`src/rtl/core/cup_fill_dispense_controller_top_defines.svh`:
```
// ----------------------------------------------------------------------------
// Cup fill dispense controller - assertion macros
// Shared property wrappers, clocked on clock; CFD_ASSERT is held off during reset.
// ----------------------------------------------------------------------------
`ifndef CUP_FILL_DISPENSE_CONTROLLER_TOP_DEFINES_SVH
`define CUP_FILL_DISPENSE_CONTROLLER_TOP_DEFINES_SVH

// checked only outside reset
`define CFD_ASSERT(name, prop, msg) \
   name: assert property (@(posedge clock) disable iff (reset) prop) else $error(msg);

// checked at every edge, reset included
`define CFD_ASSERT_ALWAYS(name, prop, msg) \
   name: assert property (@(posedge clock) prop) else $error(msg);

`endif

```
`src/rtl/core/cfd_pkg.sv`:
```
// ----------------------------------------------------------------------------
// cfd_pkg
// Types, widths and codes shared by the cup fill dispense controller.
// ----------------------------------------------------------------------------
package cfd_pkg;

   localparam int WEIGHT_BITS = 12;
   localparam int CFG_BITS    = 12;
   localparam int FILL_BITS   = WEIGHT_BITS + 1;
   localparam int VAL_BITS    = (WEIGHT_BITS > CFG_BITS) ? WEIGHT_BITS : CFG_BITS;
   localparam int CMP_BITS    = VAL_BITS + 3;

   localparam int MODE_BITS   = 2;
   localparam int STATUS_BITS = 3;
   localparam int IDX_BITS    = 2;

   localparam int REQ_DATA_BITS = ((WEIGHT_BITS + 7) / 8) * 8;
   localparam int RSP_RAW_BITS  = STATUS_BITS + 1 + FILL_BITS;
   localparam int RSP_DATA_BITS = ((RSP_RAW_BITS + 7) / 8) * 8;

   localparam logic [MODE_BITS-1:0] MODE_SAMPLE = 2'd0;
   localparam logic [MODE_BITS-1:0] MODE_TARE   = 2'd1;
   localparam logic [MODE_BITS-1:0] MODE_START  = 2'd2;

   localparam logic [IDX_BITS-1:0] REG_MAX_FILL  = 2'd0;
   localparam logic [IDX_BITS-1:0] REG_DROP_TOL  = 2'd1;
   localparam logic [IDX_BITS-1:0] REG_CUP_MIN   = 2'd2;
   localparam logic [IDX_BITS-1:0] REG_CUP_MAX   = 2'd3;

   localparam logic [CFG_BITS-1:0] MAX_FILL_RST = 12'd50;
   localparam logic [CFG_BITS-1:0] DROP_TOL_RST = 12'd10;
   localparam logic [CFG_BITS-1:0] CUP_MIN_RST  = 12'd5;
   localparam logic [CFG_BITS-1:0] CUP_MAX_RST  = 12'd500;

   typedef enum logic [STATUS_BITS-1:0] {
      ST_IGNORED   = 3'd0,
      ST_TARED     = 3'd1,
      ST_NOT_EMPTY = 3'd2,
      ST_BUSY      = 3'd3,
      ST_NO_TARE   = 3'd4,
      ST_FILLING   = 3'd5,
      ST_FULL      = 3'd6,
      ST_REMOVED   = 3'd7
   } cfd_status_type;

   typedef struct packed {
      logic [CFG_BITS-1:0] max_fill;
      logic [CFG_BITS-1:0] drop_tolerance;
      logic [CFG_BITS-1:0] cup_min;
      logic [CFG_BITS-1:0] cup_max;
   } cfd_cfg_type;

   typedef struct packed {
      logic [MODE_BITS-1:0]   mode;
      logic [WEIGHT_BITS-1:0] weight;
   } cfd_item_type;

   typedef struct packed {
      cfd_status_type               status;
      logic                         pump_on;
      logic signed [FILL_BITS-1:0]  fill_amount;
   } cfd_result_type;

endpackage

```
`src/rtl/core/cfd_csr.sv`:
```
// ----------------------------------------------------------------------------
// cfd_csr
// Configuration registers: fill limit, drop tolerance and cup weight window.
// ----------------------------------------------------------------------------
module cfd_csr (
   input  logic                         clock,
   input  logic                         reset,
   input  logic                         csr_valid,
   output logic                         csr_ready,
   input  logic [cfd_pkg::IDX_BITS-1:0] csr_index,
   input  logic [cfd_pkg::CFG_BITS-1:0] csr_data,
   output cfd_pkg::cfd_cfg_type         cfg
);
   import cfd_pkg::*;

   cfd_cfg_type cfg_ff;
   cfd_cfg_type cfg_in;

   assign csr_ready = 1'b1;
   assign cfg       = cfg_ff;

   always_comb begin
      cfg_in = cfg_ff;
      if (csr_valid) begin
         unique case (csr_index)
            REG_MAX_FILL: cfg_in.max_fill       = csr_data;
            REG_DROP_TOL: cfg_in.drop_tolerance = csr_data;
            REG_CUP_MIN:  cfg_in.cup_min        = csr_data;
            REG_CUP_MAX:  cfg_in.cup_max        = csr_data;
            default:      cfg_in = cfg_ff;
         endcase
      end
   end

   always_ff @(posedge clock) begin
      if (reset) begin
         cfg_ff.max_fill       <= MAX_FILL_RST;
         cfg_ff.drop_tolerance <= DROP_TOL_RST;
         cfg_ff.cup_min        <= CUP_MIN_RST;
         cfg_ff.cup_max        <= CUP_MAX_RST;
      end else begin
         cfg_ff <= cfg_in;
      end
   end

endmodule

```
`src/rtl/core/cfd_in_stage.sv`:
```
// ----------------------------------------------------------------------------
// cfd_in_stage
// Input register: holds one accepted word until the evaluator takes it.
// ----------------------------------------------------------------------------
module cfd_in_stage (
   input  logic                  clock,
   input  logic                  reset,
   input  logic                  in_valid,
   output logic                  in_ready,
   input  cfd_pkg::cfd_item_type in_item,
   output logic                  item_valid,
   input  logic                  item_take,
   output cfd_pkg::cfd_item_type item
);
   import cfd_pkg::*;

   logic         valid_ff;
   logic         valid_in;
   cfd_item_type item_ff;
   logic         pop;

   assign pop        = valid_ff && item_take;
   assign in_ready   = !valid_ff || pop;
   assign item_valid = valid_ff;
   assign item       = item_ff;

   always_comb begin
      valid_in = valid_ff;
      if (in_valid && in_ready) begin
         valid_in = 1'b1;
      end else if (pop) begin
         valid_in = 1'b0;
      end
   end

   always_ff @(posedge clock) begin
      if (reset) begin
         valid_ff <= 1'b0;
      end else begin
         valid_ff <= valid_in;
      end
   end

   always_ff @(posedge clock) begin
      if (in_valid && in_ready) begin
         item_ff <= in_item;
      end
   end

endmodule

```
`src/rtl/core/cfd_eval.sv`:
```
// ----------------------------------------------------------------------------
// cfd_eval
// Dispense state (pump, tare, fill) and event evaluation into the result
// register.
// ----------------------------------------------------------------------------
`include "cup_fill_dispense_controller_top_defines.svh"

module cfd_eval (
   input  logic                    clock,
   input  logic                    reset,
   input  cfd_pkg::cfd_cfg_type    cfg,
   input  logic                    item_valid,
   output logic                    item_take,
   input  cfd_pkg::cfd_item_type   item,
   output logic                    out_valid,
   input  logic                    out_ready,
   output cfd_pkg::cfd_result_type result
);
   import cfd_pkg::*;

   logic                          pumping_ff;
   logic                          pumping_in;
   logic [WEIGHT_BITS-1:0]        tare_ff;
   logic [WEIGHT_BITS-1:0]        tare_in;
   logic signed [FILL_BITS-1:0]   fill_ff;
   logic signed [FILL_BITS-1:0]   fill_in;
   logic                          out_valid_ff;
   logic                          out_valid_in;
   cfd_result_type                result_ff;
   cfd_result_type                result_in;

   logic                          load;
   logic signed [FILL_BITS-1:0]   sample_fill;
   logic signed [CMP_BITS-1:0]    prev_x;
   logic signed [CMP_BITS-1:0]    limit_x;
   logic signed [CMP_BITS-1:0]    sample_x;
   logic signed [CMP_BITS-1:0]    max_x;
   logic [VAL_BITS-1:0]           w_v;
   logic [VAL_BITS-1:0]           min_v;
   logic [VAL_BITS-1:0]           max_v;
   logic                          removed;
   logic                          full;
   logic                          cup_bad;

   assign item_take = !out_valid_ff || out_ready;
   assign load      = item_valid && item_take;
   assign out_valid = out_valid_ff;
   assign result    = result_ff;

   assign sample_fill = signed'({1'b0, item.weight}) - signed'({1'b0, tare_ff});
   assign prev_x      = CMP_BITS'(fill_ff);
   assign sample_x    = CMP_BITS'(sample_fill);
   assign limit_x     = sample_x + signed'(CMP_BITS'(cfg.drop_tolerance));
   assign max_x       = signed'(CMP_BITS'(cfg.max_fill));
   assign removed     = prev_x > limit_x;
   assign full        = sample_x >= max_x;

   assign w_v     = VAL_BITS'(item.weight);
   assign min_v   = VAL_BITS'(cfg.cup_min);
   assign max_v   = VAL_BITS'(cfg.cup_max);
   assign cup_bad = (w_v <= min_v) || (w_v > max_v);

   always_comb begin
      pumping_in            = pumping_ff;
      tare_in               = tare_ff;
      fill_in               = fill_ff;
      result_in.status      = ST_IGNORED;
      result_in.fill_amount = fill_ff;
      unique case (item.mode)
         MODE_TARE: begin
            if (pumping_ff) begin
               result_in.status = ST_BUSY;
            end else if (cup_bad) begin
               tare_in          = '0;
               result_in.status = ST_NOT_EMPTY;
            end else begin
               tare_in               = item.weight;
               fill_in               = '0;
               result_in.status      = ST_TARED;
               result_in.fill_amount = '0;
            end
         end
         MODE_START: begin
            result_in.fill_amount = '0;
            if (pumping_ff) begin
               result_in.status      = ST_BUSY;
               result_in.fill_amount = fill_ff;
            end else if (tare_ff == '0) begin
               result_in.status = ST_NO_TARE;
            end else if (cfg.max_fill == '0) begin
               tare_in          = '0;
               fill_in          = '0;
               result_in.status = ST_FULL;
            end else begin
               pumping_in       = 1'b1;
               fill_in          = '0;
               result_in.status = ST_FILLING;
            end
         end
         MODE_SAMPLE: begin
            if (pumping_ff) begin
               result_in.fill_amount = sample_fill;
               if (removed || full) begin
                  pumping_in       = 1'b0;
                  tare_in          = '0;
                  fill_in          = '0;
                  result_in.status = removed ? ST_REMOVED : ST_FULL;
               end else begin
                  fill_in          = sample_fill;
                  result_in.status = ST_FILLING;
               end
            end
         end
         default: begin
            result_in.status = ST_IGNORED;
         end
      endcase
      result_in.pump_on = pumping_in;
   end

   always_comb begin
      out_valid_in = out_valid_ff;
      if (load) begin
         out_valid_in = 1'b1;
      end else if (out_ready) begin
         out_valid_in = 1'b0;
      end
   end

   always_ff @(posedge clock) begin
      if (reset) begin
         pumping_ff   <= 1'b0;
         tare_ff      <= '0;
         fill_ff      <= '0;
         out_valid_ff <= 1'b0;
      end else begin
         out_valid_ff <= out_valid_in;
         if (load) begin
            pumping_ff <= pumping_in;
            tare_ff    <= tare_in;
            fill_ff    <= fill_in;
         end
      end
   end

   always_ff @(posedge clock) begin
      if (load) begin
         result_ff <= result_in;
      end
   end

   `CFD_ASSERT(a_pump_needs_tare, pumping_ff |-> (tare_ff != '0), "pumping with no tare")
   `CFD_ASSERT(a_idle_fill_zero, !pumping_ff |-> (fill_ff == '0), "fill kept while idle")
   `CFD_ASSERT(a_full_pump_off, (out_valid_ff && result_ff.status == ST_FULL) |-> !result_ff.pump_on, "pump on after full")
   `CFD_ASSERT(a_start_word, $rose(pumping_ff) |-> (out_valid_ff && result_ff.status == ST_FILLING), "pump started without start word")

endmodule

```
`src/rtl/core/cup_fill_dispense_controller_top.sv`:
```
// ----------------------------------------------------------------------------
// cup_fill_dispense_controller_top
// Scale-driven drink dispenser controller: tare, start and fill monitoring.
// ----------------------------------------------------------------------------
// Each request word (tuser = mode: sample, tare or start; tdata = weight)
// gives exactly one response word carrying status, pump drive and the signed
// fill in grams. One word is taken every clock while responses are taken. A
// word is held in the input register at acceptance; its response is loaded
// into the result register when the evaluator takes the word, which a
// held-off response can delay, and is presented from there. The subtract and
// compares of the evaluator sit between the two registers. A held-off response
// stalls the input once the input register is also full.
// The user must write registers over the csr port only while no word is in flight; the block does not enforce it.
// ----------------------------------------------------------------------------
module cup_fill_dispense_controller_top (
   input  logic                              clock,
   input  logic                              reset,
   input  logic                              req_tvalid,
   output logic                              req_tready,
   input  logic [cfd_pkg::REQ_DATA_BITS-1:0] req_tdata,   // weight
   input  logic [cfd_pkg::MODE_BITS-1:0]     req_tuser,   // mode
   output logic                              rsp_tvalid,
   input  logic                              rsp_tready,
   output logic [cfd_pkg::RSP_DATA_BITS-1:0] rsp_tdata,   // status, pump_on, fill_amount
   input  logic                              csr_valid,
   output logic                              csr_ready,
   input  logic [cfd_pkg::IDX_BITS-1:0]      csr_index,
   input  logic [cfd_pkg::CFG_BITS-1:0]      csr_data
);
   import cfd_pkg::*;

   cfd_cfg_type    cfg;
   cfd_item_type   in_item;
   cfd_item_type   item;
   cfd_result_type result;
   logic           item_valid;
   logic           item_take;

   assign in_item.mode   = req_tuser;
   assign in_item.weight = req_tdata[WEIGHT_BITS-1:0];

   assign rsp_tdata = RSP_DATA_BITS'({result.fill_amount, result.pump_on, result.status});

   cfd_csr u_csr (
      .clock     (clock),
      .reset     (reset),
      .csr_valid (csr_valid),
      .csr_ready (csr_ready),
      .csr_index (csr_index),
      .csr_data  (csr_data),
      .cfg       (cfg)
   );

   cfd_in_stage u_in_stage (
      .clock      (clock),
      .reset      (reset),
      .in_valid   (req_tvalid),
      .in_ready   (req_tready),
      .in_item    (in_item),
      .item_valid (item_valid),
      .item_take  (item_take),
      .item       (item)
   );

   cfd_eval u_eval (
      .clock      (clock),
      .reset      (reset),
      .cfg        (cfg),
      .item_valid (item_valid),
      .item_take  (item_take),
      .item       (item),
      .out_valid  (rsp_tvalid),
      .out_ready  (rsp_tready),
      .result     (result)
   );

endmodule
```
`config.mk`:
```
export PLATFORM = sky130hd
export DESIGN_NAME = cup_fill_dispense_controller_top
export DESIGN_NICKNAME = d
export VERILOG_FILES = /design/src/rtl/core/cfd_pkg.sv /design/src/rtl/core/cfd_csr.sv /design/src/rtl/core/cfd_in_stage.sv /design/src/rtl/core/cfd_eval.sv /design/src/rtl/core/cup_fill_dispense_controller_top.sv
export VERILOG_INCLUDE_DIRS = /design/src /design/src/rtl/core
export SDC_FILE = /design/constraint.sdc
export NUM_CORES = 1
export LEC_CHECK = 0
export ABC_AREA = 1
export BUFFER_PORTS_ARGS = -buffer_cell sky130_fd_sc_hd__clkbuf_2
export CORE_UTILIZATION = 45
export DETAILED_ROUTE_END_ITERATION = 10
export GPL_TIMING_DRIVEN = 0
export PLACE_DENSITY = 0.6
export SETUP_SLACK_MARGIN = 0.3
export SYNTH_ARGS = -nofsm -noshare
export SYNTH_HDL_FRONTEND = slang
export SYNTH_SLANG_ARGS = --single-unit
```
`constraint.sdc`:
```
create_clock -name clock -period 4.8 [get_ports clock]
set_input_delay 0.24 -clock clock [delete_from_list [all_inputs] [get_ports clock]]
set_output_delay 0.24 -clock clock [all_outputs]
set_load 0.02 [all_outputs]
```
---- Yosys cells after proc, flatten, opt, wreduce, memory -nomap -nowiden ----
Index checks and enable logic that the tools add are counted.
cells by class
  order comparisons ....................... 4
  mux-type cells .......................... 37
  add/subtract/negate cells ............... 2
  equal/unequal tests ..................... 11
  reductions and logical operators ........ 21
operator list
  kind                  count
  $mux W13              8
  $mux W12              7
  $pmux W13 S3          2
  $pmux W12 S3          1
  $logic_not A12 Y1     2
  $mux W3               5
  $add A13 B13 Y14      1
  $gt A13 B14 Y1        1
  $ge A13 B13 Y1        1
  $sub A12 B12 Y13      1
  $gt A12 B12 Y1        1
  $le A12 B12 Y1        1
  $mux W1               10
  $pmux W3 S3           1
  $reduce_and A2 Y1     4
  $reduce_and A8 Y1     1
  $eq A2 B2 Y1 const B  3
  $ne A2 B1 Y1 const B  3
  $ne A2 B2 Y1 const B  3
  $reduce_and A5 Y1     1
  $eq A2 B1 Y1 const B  2
  $logic_not A2 Y1      2
  $logic_or A1 B1 Y1    4
  $mux W2               2
  other kinds (5)       8
word-level totals
  bits of input ports ..................... 37
  flip-flop bits (word level) ............. 107
  logic and storage cells ................. 89
  output and inout bits ................... 27

---- Logic depth before layout (Yosys ltp) ----
Gate-level depths: netlist (run 1).
  depth in word-level cells ............... 7
  gate-level depth with buffers ........... 31
  gate-level depth less buffers ........... 30

---- Hierarchy ----
Synthesis (run 1) repeated with hierarchy kept, for this count alone.
second synthesis, totals
  cell total of the unflattened synthesis .. 1005
  area total of the unflattened synthesis .. 7209.4 µm²
modules (own cells, without submodules)
  module                            cells each  sequential area each (µm²)  instances  area each (µm²)
  cfd_eval                          686         1051.0                      1          4715.8
  cfd_csr                           291         960.9                       1          1969.4
  cfd_in_stage                      20          440.4                       1          467.9
  cup_fill_dispense_controller_top  8           0.0                         1          56.3

---- Worst setup path after synthesis (run 1) ----
OpenSTA, ideal clock, no wires.
  path kind ............................... register to register
  from .................................... register u_in_stage.item_ff (netlist bit u_in_stage.item[0])
  to ...................................... register u_eval.tare_ff[10]
  buffers on the path ..................... 1
  period minus slack after synthesis ...... 4.231 ns
  arrival time ............................ 4.118 ns
  data required time ...................... 4.687 ns
  setup slack ............................. 0.569 ns
  setup time .............................. 0.113 ns
  stages on the path, launching flop included .. 31
  cell sequence ........................... edfxtp_1 -> inv_1 -> ha_1 -> fa_1 -> o21ai_2 -> a21oi_1 -> o21ai_0 -> xor2_1 -> ha_1 -> nand2_1 -> nor3_1 -> nand2_1 -> o211ai_1 -> nand3_1 -> nand2_1 -> a21oi_1 -> o21bai_1 -> nand2_1 -> nand2_1 -> ha_1 -> a21oi_1 -> o21ai_0 -> a21oi_1 -> nand3_1 -> nand2_1 -> nand3_4 -> nand2_4 -> buf_6 -> nand2_1 -> nand2_1 -> nor2_1
between the ends
  longest elaborated chain between the ends .. 6
  elaborated cells between the ends (all ways) .. 13
  classes of those cells .................. add/sub: 2; order compare: 4; eq/ne: 1; mux: 3; reduce/logical: 3
RTL lines
  item                         line                RTL
  from (decl)                  cfd_in_stage.sv:19  cfd_item_type item_ff;
  from (signal assigned)       cfd_in_stage.sv:46  item_ff <= in_item;
  $sub A12 B12 Y13             cfd_eval.sv:50      assign sample_fill = signed'({1'b0, item.weight}) - signed'({1'b0, tare_ff});
  $add A13 B13 Y14             cfd_eval.sv:53      assign limit_x = sample_x + signed'(CMP_BITS'(cfg.drop_tolerance));
  $gt A13 B14 Y1               cfd_eval.sv:55      assign removed = prev_x > limit_x;
  $logic_or A1 B1 Y1           cfd_eval.sv:103     if (removed || full) begin
  $ne A2 B1 Y1 (no line)       n/a
  $reduce_and A8 Y1 (no line)  n/a
  to (signal assigned)         cfd_eval.sv:140     tare_ff <= tare_in;
  to (decl)                    cfd_eval.sv:23      logic [WEIGHT_BITS-1:0] tare_ff;
Parallel ways exist; a longest one is shown, timed or not. The select of a mux whose other input is x is not followed.
A chain may end at the register's enable or synchronous reset.

---- Worst setup path in the final report (run 1) ----
  from .................................... register u_in_stage.item_ff (netlist bit u_in_stage.item[1])
  to ...................................... register u_eval.tare_ff[5]
The elaborated chain is that of the path after synthesis.

==> results of run 1 <==
==> final cells by class <==
cell class	count	area, µm²	area share
multi-input combinational	624	3890	0.479
clock inverter	5	60.1	0.00738
sequential	107	2450	0.302
buffer	33	199	0.0245
timing repair buffer	83	548	0.0674
clock buffer	11	243	0.0298
inverter	135	507	0.0623
tap	184	230	0.0283
==> path summary, 6_finish.rpt <==
check	to	slack (ps)	cells after the start
worst min-delay path	u_in_stage.item[1]	50	1
worst min register to register	u_csr.cfg[21]	470	2
worst max-delay path	u_eval.tare_ff[5]	300	29
worst max register to register	u_eval.tare_ff[5]	300	29
==> cell usage in the layout, fill, tap and decap left out, types with 4 or more instances in the layout <==
master and count:
nand2_1 155, inv_1 129, nor2_1 96, a21oi_1 90, o21ai_0 75, dfxtp_1 75, ha_1 66, clkbuf_2 51
buf_4 36, edfxtp_1 31, nand3_1 22, clkbuf_1 18, nand4_1 12, nand2_2 11, xor2_1 10, clkbuf_16 9
ha_4 8, conb_1 8, a21oi_2 7, o211ai_1 7, inv_2 5, o21a_1 5, a31oi_1 5, nor3_2 4
nand2_4 4, buf_6 4
==> state kept, by name, summed over array words and instances, names as in the netlist <==
name,cells
u_eval.pumping_ff,1
u_eval.tare_ff,12
u_eval.fill_ff,13
u_csr.cfg,48
u_eval.out_valid,1
u_eval.result,17
u_in_stage.item_valid,1
u_in_stage.item,14
==> report_power, final <==
part | switching (mW) | total (mW) | internal [mW]
combinational | 0.558 | 0.936 | 0.378
clock | 0.355 | 0.777 | 0.421
sequential | 0.0346 | 1.02 | 0.987
total | 0.948 | 2.73 | 1.79
==> worst max-delay path: cells and delay by family (launching register included) <==
kind | cells | cell delay (ps)
AND/OR/NAND/NOR | 11 | 980
buffers and inverters | 8 | 900
adder cells (fa/ha/maj) | 3 | 880
AO/OA/AOI/OAI | 5 | 730
flip-flops | 1 | 470
XOR/XNOR | 2 | 400
==> kinds of logic after synthesis <==
kind of cell	share of synthesized area
AND/OR/NAND/NOR	0.199
buffers and inverters	0.104
adder cells (fa/ha/maj)	0.145
AO/OA/AOI/OAI	0.161
other	0.00111
flip-flops	0.364
XOR/XNOR	0.0260
==> repair_timing <==
action | in CTS | in global routing
pin swaps | 24 | 21
buffers inserted | 26 | 5
cloned | 1 | 0
resized for setup | 40 | 16
hold endpoints to repair | 0 | 0
endpoints found under the setup margin | 29 | 29
==> Yosys cell counts <==
cell | instances | area, µm²
inv_1 | 132 | 495
o2111ai_1 | 1 | 8.76
nand3_4 | 1 | 17.5
nand2_2 | 6 | 37.5
xor2_1 | 15 | 131
a21oi_1 | 97 | 485
clkbuf_1 | 17 | 63.8
nand3_2 | 2 | 20.0
nor3_2 | 1 | 10.0
buf_4 | 9 | 67.6
ha_1 | 75 | 938
nand3_1 | 22 | 110
a22oi_1 | 1 | 7.51
nor3_1 | 6 | 30.0
a31oi_1 | 5 | 31.3
buf_6 | 4 | 45.0
o221ai_1 | 1 | 8.76
o21ai_0 | 78 | 390
nor2_1 | 96 | 360
a41oi_1 | 1 | 8.76
a211oi_1 | 2 | 15.0
o211ai_1 | 7 | 52.6
dfxtp_1 | 76 | 1520
nand2_1 | 161 | 604
o21a_1 | 5 | 37.5
and2_1 | 1 | 6.26
o21ai_2 | 2 | 17.5
nand2_4 | 3 | 33.8
nand3b_1 | 2 | 15.0
a21o_1 | 1 | 7.51
nor4_1 | 2 | 12.5
nand4_1 | 12 | 75.1
fa_1 | 2 | 40.0
or3_1 | 1 | 6.26
conb_1 | 2 | 7.51
buf_2 | 3 | 15.0
o21bai_1 | 2 | 15.0
edfxtp_1 | 31 | 931
xnor2_1 | 5 | 43.8
inv_2 | 2 | 7.51
clkinv_1 | 1 | 3.75
==> through the flow <==
step / util / hold WS, ps / worst slack, ps / cells
finish: 0.558 / 48.8 / 305 / 1182
floorplan: - / 339 / 569 / 899
detailed placement: 0.497 / 419 / -348 / 1134
global route: 0.558 / 36.7 / -107 / 1182
CTS: 0.549 / 38.0 / 283 / 1177
global placement: 0.497 / 417 / -372 / 1134
==> routing by layer <==
| metal | vias to the layer above | GRT usage |
|---|---|---|
| met2 | 100 | 0.405 |
| met5 | - | 0 |
| li1 | 3120 | - |
| met3 | 30 | 0.0434 |
| met1 | 2682 | 0.303 |
| met4 | 0 | 0.0872 |
==> impl_results.md, run 1 <==
- Status: completed
- DP Area: around 7200 µm²
- Met1 wire length: ~8.2 mm
- Max Cap Viol: 0
- CTS sink cnt: 107
- WL per Instance: approximately 15 µm
- CTS tree: done
- CP Capture Type: register
- Layout cell share with drive strength beyond 1: 0.172
- Met3 Wirelength: approximately 650 µm
- Number of I/O port buffers: between 50 and 60
- Final setup viols: 0
- Antenna diodes: 0
- Largest net degree at the start of global routing: 20
- Worst-case clock skew: between 10 and 15 ps
- Fmax: approximately 0.22 GHz
- Clk_lat worst skew: between 300 and 400 ps
- Die ar.: approximately 15,000 µm²
- Top Ports: between 60 and 70
- Synth Instances: 893
- Critical Path Start Type: register
- Slew Limit Fails: 0
- Via count: roughly 6,000
- Leakage: 3.93 nW
- Initial antenna violation count: 0
- Syn_area_per_cell: approximately 7.5 µm²
- Synth cell types: 41
- Tightest Hold Check Type: in2reg
- First-pass GRT wire length: 28.8 mm
- Period Utilization, post-route: 0.936
- Crit path largest cell delay: approximately 470 ps
- Antenna viol nets, final: 0
- HPWL reported at the end of detailed placement: 13.2 mm
- Relative slew slack: 0.537
- Synth-to-Final Area Change: 20.8%
- Netlist Area Pre-Place: between 6000 and 7000 µm²
- Design area: ~8100 µm²
- Fill count: about 1,400
- Seq/Total Area, Yosys: 0.364
- Max layer used: met4
- Setup TNS: 0 ps
- Drt drc: 0
- CP Launch Point: u_in_stage.item[1]
- Row count: 44
- Final hold vios: 0
- CP Data Arrival Time: 4750 ps
- CP max FO: 6
- WS Path Type: reg2reg
- Max Buffers Root-to-Sink: 2
- Final Critical Period: between 4000 and 5000 ps
- RSZ-0062 raised after global routing: true
- Most frequent CP cell: buf_4
- Peak supply drop: 0.254 mV
- Core Area: about 15,000 µm²
- Worst-margin pin slew: 694 ps
- Tot Pwr: roughly 2.7 mW
- Min-delay src: req_tdata[1]
- CP max stage cell: edfxtp_1
- DR WL met2: roughly 8.7 mm
- Starting Density: 0.462
- Total GRT Usage: 0.239
- NumNets Final: roughly 1,100
- H-tree depth: 3
- Detailed Routing Iterations Pass 1: 4
- CTS buffer count: 9
- PwrDens: approximately 340 nW/µm²
- Gp weighted congestion: 0.890
- Die width: between 100 and 150 µm
- Quantity of hold-fixing buffers added after cts: 0
- Worst reg2reg path startpoint: u_in_stage.item[1]
- Worst-path clk slew: about 70 ps
- Remaining global-route overflow: 0
- Worst path required time: around 5000 ps
- Yosys reg bits: between 100 and 150
- Synthesis warning total: 0
- Die Height: between 100 and 150 µm
- CTS root buffer: clkbuf_16
- Vias per cell: 5.02
- Final WL: 18.0 mm
- Initial DRC count: between 300 and 400
- Vias in the first global route: between 5,000 and 6,000
No activity file was read; power rests on OpenSTA's default activity.
==> run 2, diff against run 1 <==
CORE_UTILIZATION = 25   (was 45)
PLACE_DENSITY = 0.37   (was 0.6)
clock period = 4.97 ns   (was 4.8 ns; I/O delays follow)
==> run 2 against run 1 <==
- sequential cell count stayed put
- register-to-register slack better by 110 ps
- wire length is 18% higher
- critical path depth is 3 higher
- combinational power is 4.5% higher
- highest routed layer unchanged
- utilization is 24 points lower
- clock power is 9.0% lower
- die area is 79% higher
- global-route usage is 8.1 points lower
- count of clock-buffer cells in the layout is 1 higher
==> impl_results.md, run 2 (same netlist as run 1, synthesis figures left out) <==
- Largest net degree at the start of global routing: 20 (unchanged)
- CTS sink cnt: 107 (unchanged)
- Tightest Hold Check Type: in2reg
- Vias per cell: 4.42 (-12%)
- Finished Layout Cells: 1,339 (+13%)
- WL per Instance: 15.8 µm (+3.9%)
- Worst-path clk slew: 80 ps (about the same)
- Peak supply drop: 0.185 mV (-27%)
- Slew Limit Fails: 0 (unchanged)
- Clk_lat worst skew: 360 ps (about the same)
- Initial DRC count: 280 (-9.7%)
- Period Utilization, post-route: 0.916 (-0.0207)
- Final setup viols: 0 (unchanged)
- CP Data Arrival Time: 4800 ps (+50 ps)
- Crit path largest cell delay: 460 ps (about the same)
- CTS buffer count: 9 (unchanged)
- Via count: 5,924 (-0.13%)
- Hold Slack: 60.1 ps (+11.4 ps)
- Net Switching: 0.978 mW (+3.2%)
- PwrDens: 317 nW/µm² (-5.5%)
- DP Area: 7430 µm² (+2.6%)
- Fmax: 0.220 GHz (-1.2%)
- Antenna diodes: 0 (unchanged)
- Final core occ: 0.321 (-0.237)
- Tot Pwr: 2.67 mW (-2.2%)
- CP max stage cell: edfxtp_1
- Worst-margin pin slew: 760 ps (+65.4 ps)
- Leakage: 3.96 nW (+0.80%)
- Final Critical Period: 4550 ps (+56.5 ps)
- WS Path Type: reg2reg
- Design area: 8420 µm² (+3.5%)
- Max reg flops: 48 (unchanged)
- CP Capture Type: register
- Core Area: 26,300 µm² (+80%)
- Vias in the first global route: 5,939 (+4.2%)
- HPWL reported at the end of detailed placement: 16.1 mm (+22%)
- NumNets Final: 1,113 (+0.54%)
- Pint: 1.70 mW (-5.1%)
- Die width: 166 µm (+34%)
- Gp weighted congestion: 0.773 (-13%)
- Clock group share of total power: 0.264 (-0.020)
- Row count: 59 (+34%)
- Critical Path Start Type: register
- RSZ-0062 raised after global routing: true
- Worst setup margin: 418 ps (+113 ps)
- Setup Slack @ Placement: -329 ps (+19.5 ps)
- Setup TNS: 0 ps (unchanged)
- Top Ports: 64 (unchanged)
- Number of I/O port buffers: 51 (unchanged)
- Initial antenna violation count: 0 (unchanged)
- CP max FO: 5 (-1)
- Most frequent cells in the layout: nand2_1 (153), inv_1 (129), nor2_1 (94)
- Detailed Routing Iterations Pass 1: 8 (+4)
- Final WL: 21.1 mm (+18%)
- Sw frac: 0.366 (+0.0191)
- Synth-to-Final Area Change: 25.0%
- CTS tree: done
- CTS root buffer: clkbuf_16
- Max Cap Viol: 0 (unchanged)
- Placed Cells: 1,285 (+13%)
- Starting Density: 0.256 (-0.205)
- Antenna viol nets, final: 0 (unchanged)
- First-pass GRT wire length: 33.3 mm (+16%)
- H-tree depth: 3 (unchanged)
- Relative slew slack: 0.494 (-0.0431)
- Final hold vios: 0 (unchanged)
- Drt drc: 0 (unchanged)
- Fill count: 2,887 (+110%)
- Quantity of hold-fixing buffers added after cts: 0 (unchanged)
- Logic pwr share: 0.366 (+0.024)
- Total GRT Usage: 0.158 (-0.0808)
- Status: completed
- Leading cell type in the layout, fill and taps excluded: nand2_1
- Worst-case clock skew: 13.9 ps (+3.73 ps)
- Die Height: 166 µm (+34%)
- Seq pwr share: 0.370 (-0.004)
- Max Buffers Root-to-Sink: 2 (unchanged)
- Die ar.: 27,600 µm² (+79%)
- Remaining global-route overflow: 0 (unchanged)
- Layout cell share with drive strength beyond 1: 0.189 (+0.0169)
- Worst path required time: 5220 ps (+160 ps)
==> run 2: metal layers <==
| layer | up-vias | GRT usage | share of wire |
|---|---|---|---|
| met5 | - | 0 | 0 |
| met4 | 0 | 0.0459 | 0.020 |
| met3 | 19 | 0.0238 | 0.023 |
| met2 | 59 | 0.278 | 0.49 |
| met1 | 2719 | 0.199 | 0.47 |
| li1 | 3127 | - | - |
==> run 2: area by class of cell <==
class / instances / area [µm²] / share of cell area
Tap cell: 335 / 419 / 0.0498
Sequential cell: 107 / 2450 / 0.291
Multi-Input combinational cell: 624 / 3970 / 0.471
Buffer: 33 / 203 / 0.0241
Timing Repair Buffer: 89 / 601 / 0.0713
Inverter: 135 / 509 / 0.0605
Clock inverter: 4 / 32.5 / 0.00386
Clock buffer: 12 / 236 / 0.0281
==> run 2: power groups by stage <==
stage | registers (mW) | logic (mW) | clock network (mW)
after global routing | 0.997 | 1.10 | 0.766
after floorplan | 1.01 | 0.544 | 0
after CTS | 0.991 | 0.898 | 0.738
final | 0.990 | 0.978 | 0.707
after global placement | 1.01 | 0.772 | 0
after detailed placement | 1.01 | 0.768 | 0
==> run 2: timing repair <==
item / in CTS / in global routing
endpoints found under the setup margin: 29 / 29
setup buffers: 29 / 8
pin swaps: 23 / 31
cloned: 1 / 0
endpoints found under the hold margin: 0 / 0
gates resized for setup: 35 / 45
==> run 2: path summary, 6_finish.rpt <==
kind | to | slack (ps) | from | depth (start not counted)
setup / recovery | u_eval.tare_ff[8] | 420 | u_in_stage.item[2] | 32
hold / removal | u_in_stage.item[8] | 60 | req_tdata[8] | 1
setup reg to reg | u_eval.tare_ff[8] | 420 | u_in_stage.item[2] | 32
hold reg to reg | u_csr.cfg[9] | 470 | u_csr.cfg[9] | 2
==> run 2: worst max-delay path, delay by kind of cell (launching register included) <==
kind                       cells  cell delay [ps]
xor gates and xnor gates       2              370
AOI/OAI and AO/OA              6              940
adders and majority gates      3              810
buffers and inverters          6              650
DFF                            1              460
and+or+nand+nor               15             1190
